--- config.mk ---
export PLATFORM = sky130hd
export DESIGN_NAME = disk_request_scheduler
export DESIGN_NICKNAME = d
export VERILOG_FILES = /design/src/design/drs_pkg.sv /design/src/design/drs_ctrl.sv /design/src/design/drs_dp.sv /design/src/design/disk_request_scheduler.sv
export SDC_FILE = /design/constraint.sdc
export NUM_CORES = 1
export LEC_CHECK = 0
export BUFFER_PORTS_ARGS = -buffer_cell sky130_fd_sc_hd__buf_2
export CORE_MARGIN = 2
export CORE_UTILIZATION = 44
export CTS_CLUSTER_DIAMETER = 40
export DETAILED_ROUTE_END_ITERATION = 10
export PLACE_DENSITY = 0.66
export SETUP_SLACK_MARGIN = 0.15
export SYNTH_ARGS = -nofsm -noshare
export SYNTH_HDL_FRONTEND = slang
export SYNTH_SLANG_ARGS = --single-unit
--- constraint.sdc ---
create_clock -name clk -period 5.44 [get_ports clk]
set_input_delay 0.272 -clock clk [delete_from_list [all_inputs] [get_ports clk]]
set_output_delay 0.272 -clock clk [all_outputs]
set_load 0.02 [all_outputs]
--- src/design/drs_pkg.sv ---
package drs_pkg;

  localparam int unsigned QUEUE_DEPTH_DEF = 32;
  localparam int unsigned CYL_W = 8;
  localparam int unsigned SEEK_W = 14;
  localparam int unsigned REV_W = 6;
  localparam logic [SEEK_W-1:0] SEEK_MAX = 14'h3fff;
  localparam logic [REV_W-1:0] REV_MAX = 6'h3f;
  localparam logic [CYL_W-1:0] TOP_RESET = 8'hff;

  typedef enum logic [1:0] {
    POL_FCFS  = 2'd0,
    POL_SSTF  = 2'd1,
    POL_SCAN  = 2'd2,
    POL_CLOOK = 2'd3
  } policy_t;

  typedef enum logic [1:0] {
    CFG_POLICY     = 2'd0,
    CFG_START_HEAD = 2'd1,
    CFG_TOP_CYL    = 2'd2
  } cfg_idx_t;

  typedef enum logic [2:0] {
    ST_LOAD,
    ST_BEGIN,
    ST_START,
    ST_SCAN,
    ST_FLUSH,
    ST_DECIDE,
    ST_SERVE
  } state_t;

  typedef struct packed {
    logic load;
    logic init;
    logic scan_start;
    logic scan_rd;
    logic phase_sw;
    logic serve;
  } cmd_t;

  typedef struct packed {
    logic scan_last;
    logic found;
    logic out_busy;
    logic final_req;
  } status_t;

endpackage

--- src/design/drs_ctrl.sv ---
module drs_ctrl (
  input  logic             clk,
  input  logic             rst_n,
  input  logic             in_valid,
  input  logic             in_batch_end,
  output logic             in_stall,
  input  drs_pkg::status_t st,
  output drs_pkg::cmd_t    cmd
);

  drs_pkg::state_t state_r, state_nxt;

  always_ff @(posedge clk) begin
    if (!rst_n) begin
      state_r <= drs_pkg::ST_LOAD;
    end else begin
      state_r <= state_nxt;
    end
  end

  always_comb begin
    state_nxt = state_r;
    cmd = '0;
    in_stall = 1'b1;
    unique case (state_r)
      drs_pkg::ST_LOAD: begin
        in_stall = 1'b0;
        cmd.load = in_valid;
        if (in_valid && in_batch_end) state_nxt = drs_pkg::ST_BEGIN;
      end
      drs_pkg::ST_BEGIN: begin
        cmd.init = 1'b1;
        state_nxt = drs_pkg::ST_START;
      end
      drs_pkg::ST_START: begin
        cmd.scan_start = 1'b1;
        state_nxt = drs_pkg::ST_SCAN;
      end
      drs_pkg::ST_SCAN: begin
        cmd.scan_rd = 1'b1;
        if (st.scan_last) state_nxt = drs_pkg::ST_FLUSH;
      end
      drs_pkg::ST_FLUSH: begin
        state_nxt = drs_pkg::ST_DECIDE;
      end
      drs_pkg::ST_DECIDE: begin
        if (st.found) begin
          state_nxt = drs_pkg::ST_SERVE;
        end else begin
          // nothing left above the head: turn around and search again
          cmd.phase_sw = 1'b1;
          state_nxt = drs_pkg::ST_START;
        end
      end
      drs_pkg::ST_SERVE: begin
        if (!st.out_busy) begin
          cmd.serve = 1'b1;
          state_nxt = st.final_req ? drs_pkg::ST_LOAD : drs_pkg::ST_START;
        end
      end
      default: state_nxt = drs_pkg::ST_LOAD;
    endcase
  end

endmodule

--- src/design/drs_dp.sv ---
module drs_dp #(
  parameter int unsigned QUEUE_DEPTH = drs_pkg::QUEUE_DEPTH_DEF
) (
  input  logic                          clk,
  input  logic                          rst_n,
  input  logic                          cfg_we,
  input  logic [1:0]                    cfg_index,
  input  logic [drs_pkg::CYL_W-1:0]     cfg_wdata,
  input  logic [drs_pkg::CYL_W-1:0]     in_cylinder,
  input  logic                          out_stall,
  output logic                          out_valid,
  output logic [drs_pkg::CYL_W-1:0]     out_served_cylinder,
  output logic [drs_pkg::SEEK_W-1:0]    out_seek_total,
  output logic [drs_pkg::REV_W-1:0]     out_direction_changes,
  output logic                          out_run_last,
  input  drs_pkg::cmd_t                 cmd,
  output drs_pkg::status_t              st
);

  localparam int unsigned AW = (QUEUE_DEPTH > 1) ? $clog2(QUEUE_DEPTH) : 1;
  localparam int unsigned CW = $clog2(QUEUE_DEPTH + 1);
  localparam int unsigned CYL_W = drs_pkg::CYL_W;
  localparam int unsigned SEEK_W = drs_pkg::SEEK_W;
  localparam int unsigned REV_W = drs_pkg::REV_W;
  localparam logic [CW-1:0] FULL = CW'(QUEUE_DEPTH);

  logic [CYL_W-1:0] mem [QUEUE_DEPTH];

  drs_pkg::policy_t   policy_r;
  logic [CYL_W-1:0]   start_head_r, top_r;
  logic [CW-1:0]      count_r, rem_r, scan_cnt_r;
  logic [QUEUE_DEPTH-1:0] pending_r;
  logic [CYL_W-1:0]   head_r;
  logic [SEEK_W-1:0]  seek_r;
  logic [REV_W-1:0]   rev_r;
  logic               phase_r;
  logic [CYL_W-1:0]   rdata_r;
  logic [AW-1:0]      rd_idx_r;
  logic               rd_vld_r;
  logic               found_r;
  logic [CYL_W-1:0]   best_key_r, best_cyl_r;
  logic [AW-1:0]      best_idx_r;
  logic               out_vld_r, out_last_r;
  logic [CYL_W-1:0]   out_cyl_r;
  logic [SEEK_W-1:0]  out_seek_r;
  logic [REV_W-1:0]   out_rev_r;

  logic               elig;
  logic [CYL_W-1:0]   key;
  logic [CYL_W-1:0]   tgt, mv_dist;
  logic               up;
  logic [SEEK_W:0]    seek_sum;
  logic [SEEK_W-1:0]  seek_nxt;
  logic [REV_W-1:0]   rev_nxt;

  // store write and registered read
  always_ff @(posedge clk) begin
    if (cmd.load && count_r < FULL) mem[count_r[AW-1:0]] <= in_cylinder;
    rdata_r  <= mem[scan_cnt_r[AW-1:0]];
    rd_idx_r <= scan_cnt_r[AW-1:0];
  end

  // search key of the word just read
  always_comb begin
    elig = pending_r[rd_idx_r];
    key  = '0;
    unique case (policy_r)
      drs_pkg::POL_FCFS: key = '0;
      drs_pkg::POL_SSTF: key = (rdata_r >= head_r) ? rdata_r - head_r : head_r - rdata_r;
      drs_pkg::POL_SCAN: begin
        if (!phase_r) begin
          elig = elig && (rdata_r >= start_head_r);
          key  = rdata_r;
        end else begin
          key = ~rdata_r;
        end
      end
      drs_pkg::POL_CLOOK: begin
        if (!phase_r) elig = elig && (rdata_r >= start_head_r);
        key = rdata_r;
      end
      default: key = '0;
    endcase
  end

  // one move of the head, shared by serve and the scan travel to the top
  always_comb begin
    tgt = cmd.phase_sw ? top_r : best_cyl_r;
    up = tgt >= head_r;
    mv_dist = up ? tgt - head_r : head_r - tgt;
    seek_sum = {1'b0, seek_r} + (SEEK_W+1)'(mv_dist);
    seek_nxt = (seek_sum > {1'b0, drs_pkg::SEEK_MAX}) ? drs_pkg::SEEK_MAX
                                                      : seek_sum[SEEK_W-1:0];
    rev_nxt = rev_r;
    if ((up == rev_r[0]) && (rev_r != drs_pkg::REV_MAX)) rev_nxt = rev_r + REV_W'(1);
  end

  always_ff @(posedge clk) begin
    if (!rst_n) begin
      policy_r     <= drs_pkg::POL_FCFS;
      start_head_r <= '0;
      top_r        <= drs_pkg::TOP_RESET;
      count_r      <= '0;
      rem_r        <= '0;
      scan_cnt_r   <= '0;
      pending_r    <= '0;
      head_r       <= '0;
      seek_r       <= '0;
      rev_r        <= '0;
      phase_r      <= 1'b0;
      rd_vld_r     <= 1'b0;
      found_r      <= 1'b0;
      out_vld_r    <= 1'b0;
    end else begin
      if (cfg_we) begin
        unique case (cfg_index)
          drs_pkg::CFG_POLICY:     policy_r <= drs_pkg::policy_t'(cfg_wdata[1:0]);
          drs_pkg::CFG_START_HEAD: start_head_r <= cfg_wdata;
          drs_pkg::CFG_TOP_CYL:    top_r <= cfg_wdata;
          default: ;
        endcase
      end
      if (cmd.load && count_r < FULL) begin
        pending_r[count_r[AW-1:0]] <= 1'b1;
        count_r <= count_r + CW'(1);
      end
      if (cmd.init) begin
        head_r  <= start_head_r;
        seek_r  <= '0;
        rev_r   <= '0;
        phase_r <= 1'b0;
        rem_r   <= count_r;
      end
      if (cmd.scan_start) begin
        scan_cnt_r <= '0;
        found_r    <= 1'b0;
      end else if (cmd.scan_rd) begin
        scan_cnt_r <= scan_cnt_r + CW'(1);
      end
      rd_vld_r <= cmd.scan_rd;
      if (rd_vld_r && elig && (!found_r || key < best_key_r)) begin
        found_r    <= 1'b1;
        best_key_r <= key;
        best_cyl_r <= rdata_r;
        best_idx_r <= rd_idx_r;
      end
      if (cmd.phase_sw) begin
        phase_r <= 1'b1;
        if (policy_r == drs_pkg::POL_SCAN) begin
          head_r <= top_r;
          seek_r <= seek_nxt;
        end
      end
      if (out_vld_r && !out_stall && !cmd.serve) out_vld_r <= 1'b0;
      if (cmd.serve) begin
        head_r     <= best_cyl_r;
        seek_r     <= seek_nxt;
        rev_r      <= rev_nxt;
        out_vld_r  <= 1'b1;
        out_cyl_r  <= best_cyl_r;
        out_seek_r <= seek_nxt;
        out_rev_r  <= rev_nxt;
        out_last_r <= (rem_r == CW'(1));
        rem_r <= rem_r - CW'(1);
        if (rem_r == CW'(1)) begin
          count_r   <= '0;
          pending_r <= '0;
        end else begin
          pending_r[best_idx_r] <= 1'b0;
        end
      end
    end
  end

  assign st.scan_last = (scan_cnt_r + CW'(1)) == count_r;
  assign st.found     = found_r;
  assign st.out_busy  = out_vld_r && out_stall;
  assign st.final_req = rem_r == CW'(1);

  assign out_valid             = out_vld_r;
  assign out_served_cylinder   = out_cyl_r;
  assign out_seek_total        = out_seek_r;
  assign out_direction_changes = out_rev_r;
  assign out_run_last          = out_last_r;

endmodule

--- src/design/disk_request_scheduler.sv ---
// Disk request scheduler.
// Input channel (in_valid/in_stall, in_cylinder, in_batch_end) loads one
// request word per cycle into a request store. The word with in_batch_end
// set closes the batch; words beyond QUEUE_DEPTH are dropped but still end it.
// The block then stalls the input and emits every stored request on the
// output channel (out_valid/out_stall) in the order of the policy register:
// FCFS, SSTF, SCAN or C-LOOK, each word carrying the running seek total and
// reversal count; out_run_last marks the final word of the batch.
// Each result comes from a full pass over the stored batch through one
// memory read port, and the SCAN/C-LOOK turnaround adds a further pass.
// The output register holds a word while out_stall is high, and the input
// reopens as soon as the last word is registered. The user must write
// configuration (cfg_we, cfg_index, cfg_wdata) only between batches; the
// block does not enforce this. Synchronous reset (rst_n low) empties the
// store, selects FCFS, start head 0 and top cylinder 255.
module disk_request_scheduler #(
  parameter int unsigned QUEUE_DEPTH = drs_pkg::QUEUE_DEPTH_DEF
) (
  input  logic                          clk,
  input  logic                          rst_n,
  input  logic                          cfg_we,
  input  logic [1:0]                    cfg_index,
  input  logic [drs_pkg::CYL_W-1:0]     cfg_wdata,
  input  logic                          in_valid,
  output logic                          in_stall,
  input  logic [drs_pkg::CYL_W-1:0]     in_cylinder,
  input  logic                          in_batch_end,
  output logic                          out_valid,
  input  logic                          out_stall,
  output logic [drs_pkg::CYL_W-1:0]     out_served_cylinder,
  output logic [drs_pkg::SEEK_W-1:0]    out_seek_total,
  output logic [drs_pkg::REV_W-1:0]     out_direction_changes,
  output logic                          out_run_last
);

  drs_pkg::cmd_t    cmd;
  drs_pkg::status_t st;

  drs_ctrl u_ctrl (
    .clk          (clk),
    .rst_n        (rst_n),
    .in_valid     (in_valid),
    .in_batch_end (in_batch_end),
    .in_stall     (in_stall),
    .st           (st),
    .cmd          (cmd)
  );

  drs_dp #(
    .QUEUE_DEPTH (QUEUE_DEPTH)
  ) u_dp (
    .clk                   (clk),
    .rst_n                 (rst_n),
    .cfg_we                (cfg_we),
    .cfg_index             (cfg_index),
    .cfg_wdata             (cfg_wdata),
    .in_cylinder           (in_cylinder),
    .out_stall             (out_stall),
    .out_valid             (out_valid),
    .out_served_cylinder   (out_served_cylinder),
    .out_seek_total        (out_seek_total),
    .out_direction_changes (out_direction_changes),
    .out_run_last          (out_run_last),
    .cmd                   (cmd),
    .st                    (st)
  );

`ifndef SYNTH
  a_serve_free: assert property (@(posedge clk) disable iff (!rst_n)
    cmd.serve |-> !st.out_busy)
    else $error("serve while output word is held");

  a_reopen: assert property (@(posedge clk) disable iff (!rst_n)
    cmd.serve && st.final_req |=> !in_stall)
    else $error("input not reopened after final word");

  a_mid_batch: assert property (@(posedge clk) disable iff (!rst_n)
    out_valid && !out_run_last |-> in_stall)
    else $error("input reopened in the middle of a batch");
`endif

endmodule
==> run metrics <==
Clk Tree Root Cell clkbuf_16; DR vias 11,530; pre-CTS setup slack 0.2210 ns; FF-to-FF path depth 17; Clock Pin Slew Worst Setup and Hold Paths 0.05 ns; Power Dens Cells around 330 nW/um^2; number of buffers created by CTS 48; Rel. slew slack 0.09238; total gr overflow 0; Tcrit/Tclk final 0.9256; # placed instances 1,914; Setup Skew between 0.02 and 0.025 ns; outcome complete, no violations; # diodes 0; # DRC 0; cell taking the most area after synthesis edfxtp_1; CTS Sinks 422; Avg Inst Size Synth 13.78 sq um; Post-Synthesis Cells 1,370; hold depth 3; crit path max fanout 11; max-cap violation count 0; synth unique cells 70; PnR worst setup slack 0.4050 ns; P_leak 0.007414 uW; drt total wl about 42,000 um; vias per cell 5.716; setup_tns 0 ns; Critical R2R Launch u_ctrl.state_r[0]; # H-tree levels 2; Cell Count, Final, Fillers Out 2,017; Clock Latency Late Sink 0.58 ns; upper clock frequency limit 0.1986 GHz; Hold Crit Endpoint u_dp.count_r[5]; max-slew violations 0; HPWL Detailed 27,470 um; #FFs+latches synth around 420; register area share after synthesis 0.6099; Final Core Density 0.5092; crit path capture type register; initial antenna violation count 0; Std-Cell Rows 75; Syn-to-layout area delta 13.67%; Mapped Area about 19,000 sq um; WHS 0.03150 ns; largest net degree at the start of global routing 42; GRT Total Usage 0.1884; most frequent cell after synthesis edfxtp_1; Setup violations, final 0; # port buffers 54; multi-input gate area in the final layout between 6000 and 7000 sq um; CP Data Arrival Time 5.34 ns; Mapped Nets 1,462; endpoints failing hold 0; Die Y approximately 210 um; RSZ-0062 raised after global routing false; number of synthesized flops with an enable pin 306; share of the synthesized area in the top cell type 0.4868; Clock Path Buffers 3; Routed wire per std cell 20.64 um; DR iter-0 viols around 920; Reg area 11,520 sq um; DIE AREA 44,570 sq um; number of detailed-route iterations in the first pass 5; Antenna Violating Nets Remaining 0; required time of the critical path roughly 5.8 ns; Worst Tran Pin Value about 1.4 ns; vias in the first global route 11,310; CTS tree done; Critical R2R Capture u_dp.out_seek_total[4]; area of the core 42,130 sq um; critical setup path kind reg -> reg; minimum clock period 5.035 ns; IO Pins 55; first-pass GRT wire length roughly 65,000 um; hold wc startpoint in_valid; Peak VDD IR 340.2 uV; R2R Setup Slk ~0.40 ns; Ys Warns 0; die width 211.1 um; Startpoint Class register; initial core utilization 0.4480; Routability Congestion 0.8755; most common library cells after synthesis edfxtp_1 (306), nor2_1 (138), dfxtp_1 (116); NumNets Final between 1,500 and 2,000; layout cell share with drive strength beyond 1 0.1928; fraction of registers with async set or reset after synthesis 0; Hold Crit Class in -> reg; fill cell count 3,522; ys flop type edfxtp_1; leading post-synthesis cells by cell area edfxtp_1 (49%), dfxtp_1 (12%), mux4_2 (11%)
[cell families after synthesis]
| logic type | count (synthesis) | share of synthesized area |
|---|---|---|
| buf+inv | 121 | 0.02718 |
| flops | 422 | 0.6099 |
| fa+ha+maj | 68 | 0.04707 |
| compound gates | 227 | 0.07710 |
| simple gates | 363 | 0.09062 |
| mux | 132 | 0.1310 |
| xor+xnor | 37 | 0.01717 |
[metrics by stage]
step / total power (uW) / cell area (sq um)
after floorplan: 3714 / 18880
after global placement: 3812 / 19650
after detailed placement: 3819 / 19650
after CTS: 7157 / 21400
after global routing: 7320 / 21450
final: 7096 / 21450
[sequential cells by signal, summed over array words and instances, names as in the netlist, 6 cells and up]
name / count
u_dp.out_seek_total: 14
u_dp.out_direction_changes: 6
u_dp.top_r: 8
u_dp.scan_cnt_r: 6
u_dp.count_r: 6
u_dp.pending_r: 32
u_dp.out_served_cylinder: 8
u_dp.best_cyl_r: 8
u_dp.rev_r: 6
u_dp.start_head_r: 8
u_dp.mem: 256
u_dp.rdata_r: 8
u_dp.rem_r: 6
u_dp.head_r: 8
u_dp.best_key_r: 8
u_dp.seek_r: 14
[layout by cell type (no fill, tap or decap), types with 7 or more instances in the layout]
cell             n
edfxtp_1       306
nor2_1         136
dfxtp_1        114
mux4_2          90
nand2_1         81
a21oi_1         70
ha_1            63
inv_1           58
buf_2           54
clkbuf_16       50
nand3_1         44
a211oi_1        37
o21ai_0         35
xnor2_1         24
mux2i_1         22
mux2_2          20
buf_4           18
a21o_1          16
xor2_1          13
nand2b_1        12
nor3_1          12
or3_1           11
a31oi_1          9
nand4_1          9
and3_1           9
o21a_1           9
clkbuf_1         9
or2_2            8
dlygate4sd3_1    8
nor2b_1          7
inv_6            7
[worst max-delay path by stage]
stage	slack, ns	depth (start not counted)	startpoint	end
6_report	0.40	17	u_ctrl.state_r[0]	u_dp.out_seek_total[4]
5_1_grt	0.14	18	u_ctrl.state_r[0]	u_dp.out_seek_total[4]
4_1_cts	0.19	17	u_ctrl.state_r[0]	u_dp.out_seek_total[9]
3_5_place_dp	0.22	17	u_ctrl.state_r[0]	u_dp.seek_r[5]
3_3_place_gp	0.49	17	u_ctrl.state_r[0]	u_dp.out_seek_total[9]
2_1_floorplan	0.64	16	u_dp.head_r[1]	u_dp.best_cyl_r[0]
[power breakdown]
part | switching, uW | total (uW) | leakage, uW | internal, uW
logic | 165 | 258 | 0.00291 | 93.0
registers | 29.1 | 3500 | 0.00369 | 3470
clock network | 1340 | 3340 | 0.000813 | 2000
[layer usage]
layer	wire, um	GRT usage
met5	0	0
met4	1199	0.06119
met3	2225	0.03301
met2	19020	0.2942
met1	19180	0.2690
[area by class of cell]
type,instances,share of cell area
well taps,539,0.03143
multi-input cells,828,0.3210
repair buffers,80,0.02263
flip-flops and latches,422,0.5368
clock buffers,62,0.06182
inverters,59,0.01032
clock inverters,27,0.01598
[critical path, cell delays in order, from the launching register on]
cell     delay [ns]
dfxtp_1        0.45
nor2b_2        0.28
and3b_1        0.37
buf_4          0.17
mux2_2         0.33
ha_1           0.21
a21oi_1        0.34
inv_1          0.18
or4_1          0.51
nand3_1        0.14
a21oi_1        0.07
xnor2_1        0.23
ha_1           0.31
a21o_1         0.17
a31oi_1        0.23
o21ai_1        0.22
nor2b_2        0.27
or2_2          0.31
[timing repair]
action,CTS,global route
buffers inserted,0,5
hold endpoints to repair,18,0
endpoints found under the setup margin,0,28
resized for setup,0,6
hold buffers,8,0
No activity file was read; power rests on OpenSTA's default activity.
